<file path="src/design/oft_pkg.sv">
// Shared types, codes and sizes for the ordered free-block table.
`timescale 1ns / 1ps
package oft_pkg;

    localparam int DEPTH   = 16;
    localparam int IDX_W   = $clog2(DEPTH);
    localparam int CNT_W   = $clog2(DEPTH + 1);
    localparam int COUNT_W = 5;

    localparam logic [2:0] OP_ADD_FRONT = 3'd0;
    localparam logic [2:0] OP_ADD_BACK  = 3'd1;
    localparam logic [2:0] OP_ORD_INS   = 3'd2;
    localparam logic [2:0] OP_COALESCE  = 3'd3;
    localparam logic [2:0] OP_REM_FRONT = 3'd4;
    localparam logic [2:0] OP_REM_BACK  = 3'd5;
    localparam logic [2:0] OP_FIND_REM  = 3'd6;

    localparam logic [1:0] ST_OK    = 2'd0;
    localparam logic [1:0] ST_FULL  = 2'd1;
    localparam logic [1:0] ST_EMPTY = 2'd2;
    localparam logic [1:0] ST_MISS  = 2'd3;

    typedef struct packed {
        logic [2:0]  opcode;
        logic [31:0] block_address;
        logic [31:0] block_size;
    } cmd_t;

    typedef struct packed {
        logic [1:0]         status;
        logic [31:0]        out_address;
        logic [31:0]        out_size;
        logic [COUNT_W-1:0] entry_count;
    } result_t;

    typedef struct packed {
        logic [31:0] addr;
        logic [31:0] size;
    } entry_t;

    typedef struct packed {
        logic             wr_en;
        logic [IDX_W-1:0] wr_idx;
        entry_t           wr_data;
        logic             rd_en;
        logic [IDX_W-1:0] rd_idx;
    } mem_req_t;

endpackage

</file>
<file path="src/design/oft_mem.sv">
// Entry store: one write port, one read port with registered read data.
`timescale 1ns / 1ps
module oft_mem (
    input  logic            clk,
    input  oft_pkg::mem_req_t req,
    output oft_pkg::entry_t rd_data
);
    import oft_pkg::*;

    entry_t mem [DEPTH];

    always_ff @(posedge clk)
    begin
        if (req.wr_en)
        begin
            mem[req.wr_idx] <= req.wr_data;
        end
        if (req.rd_en)
        begin
            rd_data <= mem[req.rd_idx];
        end
    end

endmodule

</file>
<file path="src/design/ordered_free_block_table.sv">
// Top level: sequencer that walks and shifts the entry store per command.
//
//  channel | signals            | handshake
//  --------+--------------------+-------------------------------------------
//  command | start, busy, cmd   | word taken on edge with start & !busy
//  result  | done, result       | word valid one cycle with done, no stall
//
// An operation's length from the accepting edge to the result strobe is set by
// the one-read port of the entry store: scans, shifts and the coalesce pass
// stream one entry per cycle. Full, empty, short coalesce and the unused
// opcode finish straight from idle; add back goes through the new-entry write.
// Add front and remove front shift the whole table; ordered insert and find
// scan up to the match, then shift the rest.
// Reset clears the count and the sequencer; entries are never read beyond the
// count, so the store needs no clearing. The result cannot be stalled: the
// result word stays on the result port until the next command finishes.
`timescale 1ns / 1ps
module ordered_free_block_table (
    input  logic             clk,
    input  logic             rst_n,
    input  logic             start,
    output logic             busy,
    input  oft_pkg::cmd_t    cmd,
    output logic             done,
    output oft_pkg::result_t result
);
    import oft_pkg::*;

    typedef enum logic [7:0] {
        S_IDLE  = 8'b0000_0001,
        S_SCAN  = 8'b0000_0010,
        S_FETCH = 8'b0000_0100,
        S_UP    = 8'b0000_1000,
        S_DN    = 8'b0001_0000,
        S_NEW   = 8'b0010_0000,
        S_COAL  = 8'b0100_0000,
        S_CFIN  = 8'b1000_0000
    } state_t;

    state_t           state_reg, state_next;
    logic [CNT_W-1:0] cnt_reg, cnt_next;
    logic [CNT_W-1:0] tag_reg, tag_next;     // index of the last read issued
    logic             pend_reg, pend_next;   // read data arrives this cycle
    logic [CNT_W-1:0] pos_reg, pos_next;
    logic [CNT_W-1:0] w_reg, w_next;         // coalesce write pointer
    logic [2:0]       op_reg, op_next;
    entry_t           new_reg, new_next;
    entry_t           anc_reg, anc_next;     // coalesce anchor
    entry_t           out_reg, out_next;     // removed block
    result_t          res_reg, res_next;
    logic             done_reg, done_next;

    mem_req_t         mreq;
    entry_t           rd_data;

    logic [CNT_W-1:0] cnt_m1;
    logic             iss;
    logic [CNT_W-1:0] iss_idx;
    logic             go_up, go_dn, fin;
    logic [CNT_W-1:0] up_pos, dn_pos;
    logic [1:0]       fin_st;
    logic [32:0]      anc_end, sum33;

    oft_mem u_mem (
        .clk     (clk),
        .req     (mreq),
        .rd_data (rd_data)
    );

    assign cnt_m1  = cnt_reg - CNT_W'(1);
    assign anc_end = {1'b0, anc_reg.addr} + {1'b0, anc_reg.size};
    assign sum33   = {1'b0, anc_reg.size} + {1'b0, rd_data.size};
    assign busy    = (state_reg != S_IDLE);
    assign done    = done_reg;
    assign result  = res_reg;

    always_comb
    begin
        state_next = state_reg;
        cnt_next   = cnt_reg;
        tag_next   = tag_reg;
        pos_next   = pos_reg;
        w_next     = w_reg;
        op_next    = op_reg;
        new_next   = new_reg;
        anc_next   = anc_reg;
        out_next   = out_reg;
        res_next   = res_reg;
        done_next  = 1'b0;
        iss        = 1'b0;
        iss_idx    = tag_reg;
        go_up      = 1'b0;
        go_dn      = 1'b0;
        up_pos     = '0;
        dn_pos     = '0;
        fin        = 1'b0;
        fin_st     = ST_OK;
        mreq       = '0;

        unique case (state_reg)
            S_IDLE:
            begin
                if (start)
                begin
                    op_next  = cmd.opcode;
                    new_next = '{addr: cmd.block_address, size: cmd.block_size};
                    out_next = '0;
                    unique case (cmd.opcode) inside
                        OP_ADD_FRONT, OP_ADD_BACK, OP_ORD_INS:
                        begin
                            if (cnt_reg == CNT_W'(DEPTH))
                            begin
                                fin    = 1'b1;
                                fin_st = ST_FULL;
                            end
                            else if (cmd.opcode == OP_ADD_FRONT)
                            begin
                                go_up  = 1'b1;
                                up_pos = '0;
                            end
                            else if (cmd.opcode == OP_ADD_BACK || cnt_reg == '0)
                            begin
                                go_up  = 1'b1;
                                up_pos = cnt_reg;
                            end
                            else
                            begin
                                iss        = 1'b1;
                                iss_idx    = '0;
                                state_next = S_SCAN;
                            end
                        end
                        OP_COALESCE:
                        begin
                            if (cnt_reg < CNT_W'(2))
                            begin
                                fin = 1'b1;
                            end
                            else
                            begin
                                iss        = 1'b1;
                                iss_idx    = '0;
                                w_next     = '0;
                                state_next = S_COAL;
                            end
                        end
                        OP_REM_FRONT, OP_REM_BACK, OP_FIND_REM:
                        begin
                            if (cnt_reg == '0)
                            begin
                                fin    = 1'b1;
                                fin_st = ST_EMPTY;
                            end
                            else
                            begin
                                iss        = 1'b1;
                                iss_idx    = (cmd.opcode == OP_REM_BACK) ? cnt_m1 : '0;
                                state_next = (cmd.opcode == OP_FIND_REM) ? S_SCAN
                                                                         : S_FETCH;
                            end
                        end
                        default:
                        begin
                            fin = 1'b1;
                        end
                    endcase
                end
            end
            S_SCAN:
            begin
                // Stream reads ahead; a decision drops the stray read.
                if (tag_reg + CNT_W'(1) < cnt_reg)
                begin
                    iss     = 1'b1;
                    iss_idx = tag_reg + CNT_W'(1);
                end
                if (op_reg == OP_ORD_INS)
                begin
                    if (rd_data.addr > new_reg.addr)
                    begin
                        iss    = 1'b0;
                        go_up  = 1'b1;
                        up_pos = tag_reg;
                    end
                    else if (tag_reg == cnt_m1)
                    begin
                        go_up  = 1'b1;
                        up_pos = cnt_reg;
                    end
                end
                else
                begin
                    if (rd_data.addr == new_reg.addr)
                    begin
                        iss      = 1'b0;
                        out_next = rd_data;
                        go_dn    = 1'b1;
                        dn_pos   = tag_reg;
                    end
                    else if (tag_reg == cnt_m1)
                    begin
                        fin    = 1'b1;
                        fin_st = ST_MISS;
                    end
                end
            end
            S_FETCH:
            begin
                out_next = rd_data;
                go_dn    = 1'b1;
                dn_pos   = tag_reg;
            end
            S_UP:
            begin
                mreq.wr_en   = 1'b1;
                mreq.wr_idx  = IDX_W'(tag_reg + CNT_W'(1));
                mreq.wr_data = rd_data;
                if (tag_reg == pos_reg)
                begin
                    state_next = S_NEW;
                end
                else
                begin
                    iss     = 1'b1;
                    iss_idx = tag_reg - CNT_W'(1);
                end
            end
            S_NEW:
            begin
                mreq.wr_en   = 1'b1;
                mreq.wr_idx  = IDX_W'(pos_reg);
                mreq.wr_data = new_reg;
                cnt_next     = cnt_reg + CNT_W'(1);
                fin          = 1'b1;
            end
            S_DN:
            begin
                mreq.wr_en   = 1'b1;
                mreq.wr_idx  = IDX_W'(tag_reg - CNT_W'(1));
                mreq.wr_data = rd_data;
                if (tag_reg == cnt_m1)
                begin
                    cnt_next = cnt_m1;
                    fin      = 1'b1;
                end
                else
                begin
                    iss     = 1'b1;
                    iss_idx = tag_reg + CNT_W'(1);
                end
            end
            S_COAL:
            begin
                if (tag_reg + CNT_W'(1) < cnt_reg)
                begin
                    iss     = 1'b1;
                    iss_idx = tag_reg + CNT_W'(1);
                end
                if (tag_reg == '0)
                begin
                    anc_next = rd_data;
                end
                else if (anc_end == {1'b0, rd_data.addr})
                begin
                    anc_next.size = sum33[32] ? 32'hFFFF_FFFF : sum33[31:0];
                end
                else
                begin
                    mreq.wr_en   = 1'b1;
                    mreq.wr_idx  = IDX_W'(w_reg);
                    mreq.wr_data = anc_reg;
                    w_next       = w_reg + CNT_W'(1);
                    anc_next     = rd_data;
                end
                if (tag_reg == cnt_m1)
                begin
                    state_next = S_CFIN;
                end
            end
            S_CFIN:
            begin
                mreq.wr_en   = 1'b1;
                mreq.wr_idx  = IDX_W'(w_reg);
                mreq.wr_data = anc_reg;
                cnt_next     = w_reg + CNT_W'(1);
                fin          = 1'b1;
            end
            default:
            begin
                state_next = S_IDLE;
            end
        endcase

        // Open a shift toward the back, or go straight to the new write.
        if (go_up)
        begin
            pos_next = up_pos;
            if (up_pos == cnt_reg)
            begin
                state_next = S_NEW;
            end
            else
            begin
                iss        = 1'b1;
                iss_idx    = cnt_m1;
                state_next = S_UP;
            end
        end

        // Close the gap left by a removed entry.
        if (go_dn)
        begin
            if (dn_pos == cnt_m1)
            begin
                cnt_next = cnt_m1;
                fin      = 1'b1;
            end
            else
            begin
                iss        = 1'b1;
                iss_idx    = dn_pos + CNT_W'(1);
                state_next = S_DN;
            end
        end

        if (fin)
        begin
            done_next  = 1'b1;
            res_next   = '{status: fin_st, out_address: out_next.addr,
                           out_size: out_next.size, entry_count: COUNT_W'(cnt_next)};
            state_next = S_IDLE;
        end

        mreq.rd_en  = iss;
        mreq.rd_idx = IDX_W'(iss_idx);
        pend_next   = iss;
        if (iss)
        begin
            tag_next = iss_idx;
        end
    end

    always_ff @(posedge clk or negedge rst_n)
    begin
        if (!rst_n)
        begin
            state_reg <= S_IDLE;
            cnt_reg   <= '0;
            pend_reg  <= 1'b0;
            done_reg  <= 1'b0;
        end
        else
        begin
            state_reg <= state_next;
            cnt_reg   <= cnt_next;
            pend_reg  <= pend_next;
            done_reg  <= done_next;
        end
    end

    always_ff @(posedge clk)
    begin
        tag_reg <= tag_next;
        pos_reg <= pos_next;
        w_reg   <= w_next;
        op_reg  <= op_next;
        new_reg <= new_next;
        anc_reg <= anc_next;
        out_reg <= out_next;
        res_reg <= res_next;
    end

`ifndef SYNTH
    // Walks are ordered so a cycle never reads the entry it writes.
    a_no_rw_overlap: assert property (@(posedge clk) disable iff (!rst_n)
        (mreq.wr_en && mreq.rd_en) |-> (mreq.wr_idx != mreq.rd_idx))
        else $error("read and write hit the same entry");

    a_count_bound: assert property (@(posedge clk) disable iff (!rst_n)
        cnt_reg <= CNT_W'(DEPTH))
        else $error("entry count above depth");

    a_done_after_work: assert property (@(posedge clk) disable iff (!rst_n)
        done_reg |-> ($past(state_reg) != S_IDLE || $past(start)))
        else $error("result without a command");

    a_accept_progress: assert property (@(posedge clk) disable iff (!rst_n)
        (start && !busy) |=> (busy || done))
        else $error("accepted command neither busy nor done");

    a_data_in_walk: assert property (@(posedge clk) disable iff (!rst_n)
        (state_reg == S_SCAN || state_reg == S_UP || state_reg == S_DN ||
         state_reg == S_FETCH || state_reg == S_COAL) |-> pend_reg)
        else $error("walk step without read data");
`endif

endmodule
</file>
<file path="config.mk">
export PLATFORM = sky130hd
export DESIGN_NAME = ordered_free_block_table
export DESIGN_NICKNAME = d
export VERILOG_FILES = /design/src/design/oft_pkg.sv /design/src/design/oft_mem.sv /design/src/design/ordered_free_block_table.sv
export SDC_FILE = /design/constraint.sdc
export NUM_CORES = 2
export LEC_CHECK = 0
export ABC_AREA = 1
export CAP_MARGIN = 10
export CORE_ASPECT_RATIO = 0.8
export CORE_UTILIZATION = 45
export CTS_CLUSTER_SIZE = 16
export DETAILED_ROUTE_END_ITERATION = 16
export DONT_BUFFER_PORTS = 1
export PLACE_DENSITY = 0.6
export RECOVER_POWER = 100
export SETUP_SLACK_MARGIN = 0.3
export SLEW_MARGIN = 20
export SYNTH_ARGS = -nofsm -noshare
export SYNTH_HDL_FRONTEND = slang
export SYNTH_SLANG_ARGS = --single-unit
</file>
<file path="constraint.sdc">
create_clock -name clk -period 19.3 [get_ports clk]
set_input_delay 0 -clock clk [delete_from_list [all_inputs] [get_ports clk]]
set_output_delay 0 -clock clk [all_outputs]
set_load 0.02 [all_outputs]
</file>
After elaboration in Yosys (flattened, before gate mapping). Memory sizes are Yosys's and may differ from the RTL's. A register that Yosys moved wholly into a read port is not among the register bits. Index checks and enable logic that the tools add are counted.

Memories: 1. Flip-flop bits (word level): 295. Memory bits (writable): 1024.

Add/subtract/negate cells: 8. $lt $le $gt $ge: 3. Equality and inequality tests: 29. Reduce and logical (&&, ||, !) cells: 13. Mux-type cells: 116.

Memories: u_mem.mem (words 16, width 64, rd ports 1, clocked after memory_dff 1, write ports 1, line oft_mem.sv:10) `entry_t mem [DEPTH];`.

Operators with widths (count): 69-bit one-hot mux with 5 select lines (1); 64-bit 2-to-1 mux (4); 64-bit one-hot mux with 3 select lines (1); 5-bit 2-to-1 mux (32); 69-bit 2-to-1 mux (2); 32-bit 2-to-1 mux (3); 8-bit 2-to-1 mux (12); 32-bit by 32-bit adder with 33-bit output (2); 1-bit 2-to-1 mux (38); 33-bit by 32-bit == test with 1-bit output (1); 32-bit == test (1); 32-bit > comparator (1); 8-bit one-hot mux with 4 select lines (1); 5-bit one-hot mux with 2 select lines (3); 5-bit one-hot mux with 3 select lines (2); 8-bit one-hot mux with 3 select lines (1); 5-bit by 1-bit adder with 5-bit output (second input constant) (4); 5-bit == test (4); 5-bit one-hot mux with 4 select lines (1); 2-bit != test (second input constant) (6); 5-bit zero test (2); 2-bit 2-to-1 mux (5); 5-bit by 1-bit subtractor with 5-bit output (second input constant) (2); 3-bit by 2-bit == test with 1-bit output (second input constant) (3); other kinds (29) (37).

Logic depth before layout (Yosys ltp).
Depth in word-level cells: 14. Gate-level depth with buffers: 33.

Cells and area by module. A second synthesis with hierarchy kept.

Cells, all modules: 6339. Area, all modules: 63950.1 um^2.

Modules (own cells, without submodules): oft_mem (cells each 4210, instances 1, sequential area each 32671.3 um^2, area an instance 45926.5 um^2); ordered_free_block_table (cells each 2129, instances 1, sequential area each 8149.1 um^2, area an instance 18023.5 um^2).

Least setup slack after synthesis. No wires, ideal clock.

Kind: flip-flop to flip-flop. Start point: register anc_reg[0] (netlist name). End point: memory u_mem.mem[0][0] (netlist name), enable pin. Clock period less this slack: 6120 ps. Setup slack: 13180 ps. Library setup time: 486 ps. Arrival time: 5633 ps. Required time: 18814 ps. Stages on the path, launching flop included: 22. Cells stage by stage: edfxtp_1 ha_1 fa_1 nand3_1 nand2_1 nand3_1 nand3_1 nand2_1 nand2_1 nand2_1 nand2_1 a21oi_1 xnor3_1 nor2_1 nand3_1 nor2_1 nand4_1 nand2_1 nand2_1 a21oi_1 nand3_1 nor2_1.

Cells in the longest elaborated chain, start to end: 7.

Ends and longest elaborated chain: start, declared (line ordered_free_block_table.sv:48) `entry_t anc_reg, anc_next;`; start signal, assigned (line ordered_free_block_table.sv:368) `anc_reg <= anc_next;`; 32-bit by 32-bit adder with 33-bit output (*) (line ordered_free_block_table.sv:71) `assign anc_end = {1'b0, anc_reg.addr} + {1'b0, anc_reg.size};`; 33-bit by 32-bit == test with 1-bit output (*) (line ordered_free_block_table.sv:263) `else if (anc_end == {1'b0, rd_data.addr})`; 69-bit 2-to-1 mux (*) (line ordered_free_block_table.sv:263); 69-bit 2-to-1 mux (*) (line ordered_free_block_table.sv:259) `if (tag_reg == '0)`; 69-bit one-hot mux with 5 select lines (*) (line ordered_free_block_table.sv:100) `unique case (state_reg)`; 1-bit 2-to-1 mux (line oft_mem.sv:14) `if (req.wr_en)`; 1-bit 2-to-1 mux (implied by the code) (line oft_mem.sv:16) `mem[req.wr_idx] <= req.wr_data;`; end, declared (line oft_mem.sv:10).

Mark *: on every way between the ends. The rest lies on a longest branch, timed or not.

Worst setup path in the final report.
Start point: register u_mem.rd_data[39] (netlist name). End point: register u_mem.rd_data[44] (netlist name).

Cells in the longest elaborated chain, start to end: 9. Elaborated cells between the ends (all ways): 29.

Ends and longest elaborated chain: 32-bit > comparator (line ordered_free_block_table.sv:179) `if (rd_data.addr > new_reg.addr)`; 5-bit 2-to-1 mux (line ordered_free_block_table.sv:179); 5-bit 2-to-1 mux (line ordered_free_block_table.sv:177) `if (op_reg == OP_ORD_INS)`; 5-bit one-hot mux with 2 select lines (line ordered_free_block_table.sv:100); 5-bit == test (line ordered_free_block_table.sv:298) `if (up_pos == cnt_reg)`; 5-bit 2-to-1 mux or 1-bit 2-to-1 mux (tied branches) (line ordered_free_block_table.sv:298); 5-bit 2-to-1 mux or 1-bit 2-to-1 mux (tied branches) (line ordered_free_block_table.sv:295) `if (go_up)`; 5-bit 2-to-1 mux or 1-bit 2-to-1 mux (tied branches) (line ordered_free_block_table.sv:313) `if (dn_pos == cnt_m1)`; 5-bit 2-to-1 mux or 1-bit 2-to-1 mux (tied branches) (line ordered_free_block_table.sv:311) `if (go_dn)`.

Several ways; a longest one is shown, not always the timed one. A chain may end at the register's enable or synchronous reset.

==> results_dict.tcl <==
set metrics [dict create \
    status "finished, violations left" \
    violations "capacitance limit, slew limit" \
    power_density_nw_per_um2 170.5 \
    critPathKind "reg2reg" \
    antenna_found_initial 4 \
    cp-start-kind "register" \
    met3_usage_pct 5.139 \
    gp_congestion 0.9548 \
    synth_top_area_cell "edfxtp_1" \
    vias 46100 \
    worstHoldPathCells 1 \
    synthArstFlopShare_pct 1.012 \
    syn_inst 6265 \
    place_hpwl_um 116300 \
    hold_path_end "op_reg[1]" \
    setup_ws_ps 6680 \
    initial_core_util_pct 45.51 \
    die_w_um 424.4 \
    drive_gt1_share_pct 4.145 \
    routed_via_density 5.525 \
    worst_ep_required_time_ps 19820 \
    yosys_warnings 0 \
    ys_seq_area_share_pct 63.55 \
    dr.pass1.iters 7 \
    overflow 0 \
    setup_viol 0 \
    r2r_end "u_mem.rd_data[44]" \
    ctsResizeCount 0 \
    grt_use_met2_pct 41.16 \
    final_area_sq_um 71440 \
    ys.flop_type "edfxtp_1" \
    fin_crit_ps 12620 \
    synth_top_area_share_pct 61.01 \
    r2r_start "u_mem.rd_data[39]" \
    ant_nets 0 \
    wl_per_cell_um 24.17 \
    crit_fanout 187 \
    worst_pin_slew_ps 4585 \
    nNetsFinal 6533 \
    path_cells "ha_1 > nand2_1 > nor2_1 > nand4_1 > nor3b_1 > nand2_1 > inv_1 > nand3_1 > nand2_1 > nand2_1 > xor2_1 > nand2_1 > nor2_1 > nand2_1 > nand2_1 > nand3_1 > nand2_1 > buf_12 > buf_4 > nand2_1 > nand3_1 > nand3_1 > nand3_1 > nand2_1" \
    drtIter0Drc 5833 \
    cts_buffers 142 \
    synth_area_leaders "edfxtp_1 61%, nand3_1 10%, inv_1 7.7%, nand2_1 6.4%, ha_1 2.1%" \
    cts_tree "done" \
    p_leak_uw 0.02992 \
    cts_hold_buf 134 \
    synth_edf_count 1305 \
    synth.cell_area_sq_um 64230 \
    slew_headroom_pct -206.4 \
    final_cell_mix "1,317 x inv_1, 1,305 x edfxtp_1, 1,290 x nand3_1" \
    dp_cells 7948 \
    track_usage_pct 27.66 \
    hold-worst-slack_ps 30.95 \
    core-area_sq_um 141100 \
    clk_pin_slew_ps 60 \
    post_cts_buffers 0 \
    htreeDepth 4 \
    place_area_sq_um 66120 \
    skew_ps 30.57 \
    syn_to_final_growth_pct 11.22 \
    drc 0 \
    synth.distinct_cells 59 \
    die_area_sq_um 144300 \
    grt_start_max_net_pins 200 \
    clock_latency_ps 800 \
    synth_area_per_cell_sq_um 10.25 \
    clock-root-buffer "clkbuf_16" \
    reg2reg_depth 24 \
    layout_commonest_cell "inv_1" \
    fin_crit_sh_pct 65.39 \
    ir_worst_vdd_uv 245.5 \
    largest_reg_flops 1024 \
    layout.cells.non_filler 8343 \
    dieHeight_um 339.9 \
    slowest_delay_ps 4200 \
    grt_pass1_vias 42530 \
    slowest_stage "nand2_1" \
    setup.worst_path.end_class "register" \
    wirelength_um 201600 \
    cts.sinks 1383 \
    io_pins 143 \
    largest_register "u_mem.mem" \
    grtUsageMet1_pct 40.93 \
    ys_ff_latch 1383 \
    cp_common_cell "nand2_1" \
    grt_setup_unrepaired "no" \
    drv_cap 57 \
    hp-class "in2reg" \
    syn_nets 6446 \
    fin_tns_setup_ps 0 \
    hold_viol_final 0 \
    pre_cts_ws_ps 11090 \
    busiest_layer "met2" \
    rows 123 \
    fmax_mhz 79.24 \
    numPortBuffers 0 \
    grt_pass1_wl_um 294100 \
    arrival_ps 13140 \
    max-clock-path-buffers 3 \
    slew_violations 1787 \
    min_from "cmd[65]" \
    ff2ff_setup_slack_ps 6680 \
]
[cells in the mapped netlist, types with 3 or more instances]
master     count
a21boi_0       3
a21o_1        12
a21oi_1      134
a221oi_1       8
a22oi_1       42
a31oi_1       13
buf_1         14
buf_2        146
buf_4         13
buf_6         38
clkbuf_1      84
clkinv_1       5
dfrtp_1       13
dfxtp_1       64
edfxtp_1    1305
ha_1         109
inv_1       1316
inv_2         15
nand2_1     1099
nand2_2        4
nand3_1     1289
nand3_2        6
nand4_1       26
nor2_1       146
nor3_1        20
nor3b_1        3
nor4_1        12
o2111ai_1      3
o211ai_1       7
o21a_1         4
o21ai_0       88
o221ai_1      25
o22ai_1       12
o32ai_1       55
xnor2_1       28
xnor3_1        6
xor2_1        66
[critical path, delay by kind of cell (launching register included)]
| family | cells | cell delay (ps) |
|---|---|---|
| xor gates and xnor gates | 1 | 180 |
| adders and majority gates | 1 | 330 |
| buffers and inverters | 3 | 1720 |
| DFF | 1 | 450 |
| and+or+nand+nor | 19 | 9360 |
[where the power goes]
group,internal [uW],total (uW),switching (uW)
Combinational,1470,5410,3940
Sequential,3800,4090,289
Clock,1490,2680,1190
Total,6770,12200,5410
[routing by layer]
| layer | vias to the layer above | wire [um] |
|---|---|---|
| li1 | 21090 | - |
| met1 | 22310 | 87210 |
| met2 | 2413 | 88410 |
| met3 | 284 | 20260 |
| met4 | 0 | 5750 |
| met5 | - | 0 |
[per-stage QoR]
step	utilization (%)	power, uW
after floorplan	-	7665
after global placement	46.83	9323
after detailed placement	46.85	9351
after CTS	50.94	12050
after global routing	50.62	12790
final	50.62	12180
[final cells by class]
cell class,instances,area [sq um]
Clock buffer,193,3901
Inverter,1337,5035
Fill cell,12670,69690
Sequential cell,1383,40820
Timing Repair Buffer,238,1934
Clock inverter,65,524.3
Tap cell,1875,2346
Antenna cell,2,5.005
Multi-Input combinational cell,3250,16870
[worst max-delay path by stage]
stage                     slack, ps  cells after the start         startpoint           endpoint
after CTS                     11060                     24  u_mem.rd_data[39]  u_mem.rd_data[41]
after global placement        11220                     24  u_mem.rd_data[39]  u_mem.rd_data[41]
after detailed placement      11090                     24  u_mem.rd_data[39]  u_mem.rd_data[41]
after global routing           5840                     24  u_mem.rd_data[39]  u_mem.rd_data[47]
after floorplan               13180                     21         anc_reg[0]    u_mem.mem[0][0]
final                          6680                     24  u_mem.rd_data[39]  u_mem.rd_data[44]
[kinds of logic (layout without fill, tap and decap cells)]
logic type | after synthesis | count (layout) | synth area share (%)
flops | 1383 | 1383 | 63.55
buf+inv | 1632 | 1833 | 10.34
mux | 1 | 1 | 0.01558
fa+ha+maj | 111 | 111 | 2.186
xor+xnor | 103 | 103 | 1.568
other cells | 0 | 2 | 0
compound gates | 419 | 419 | 4.171
simple gates | 2616 | 2616 | 18.16
Note: power is estimated with default switching activity, not from simulation.
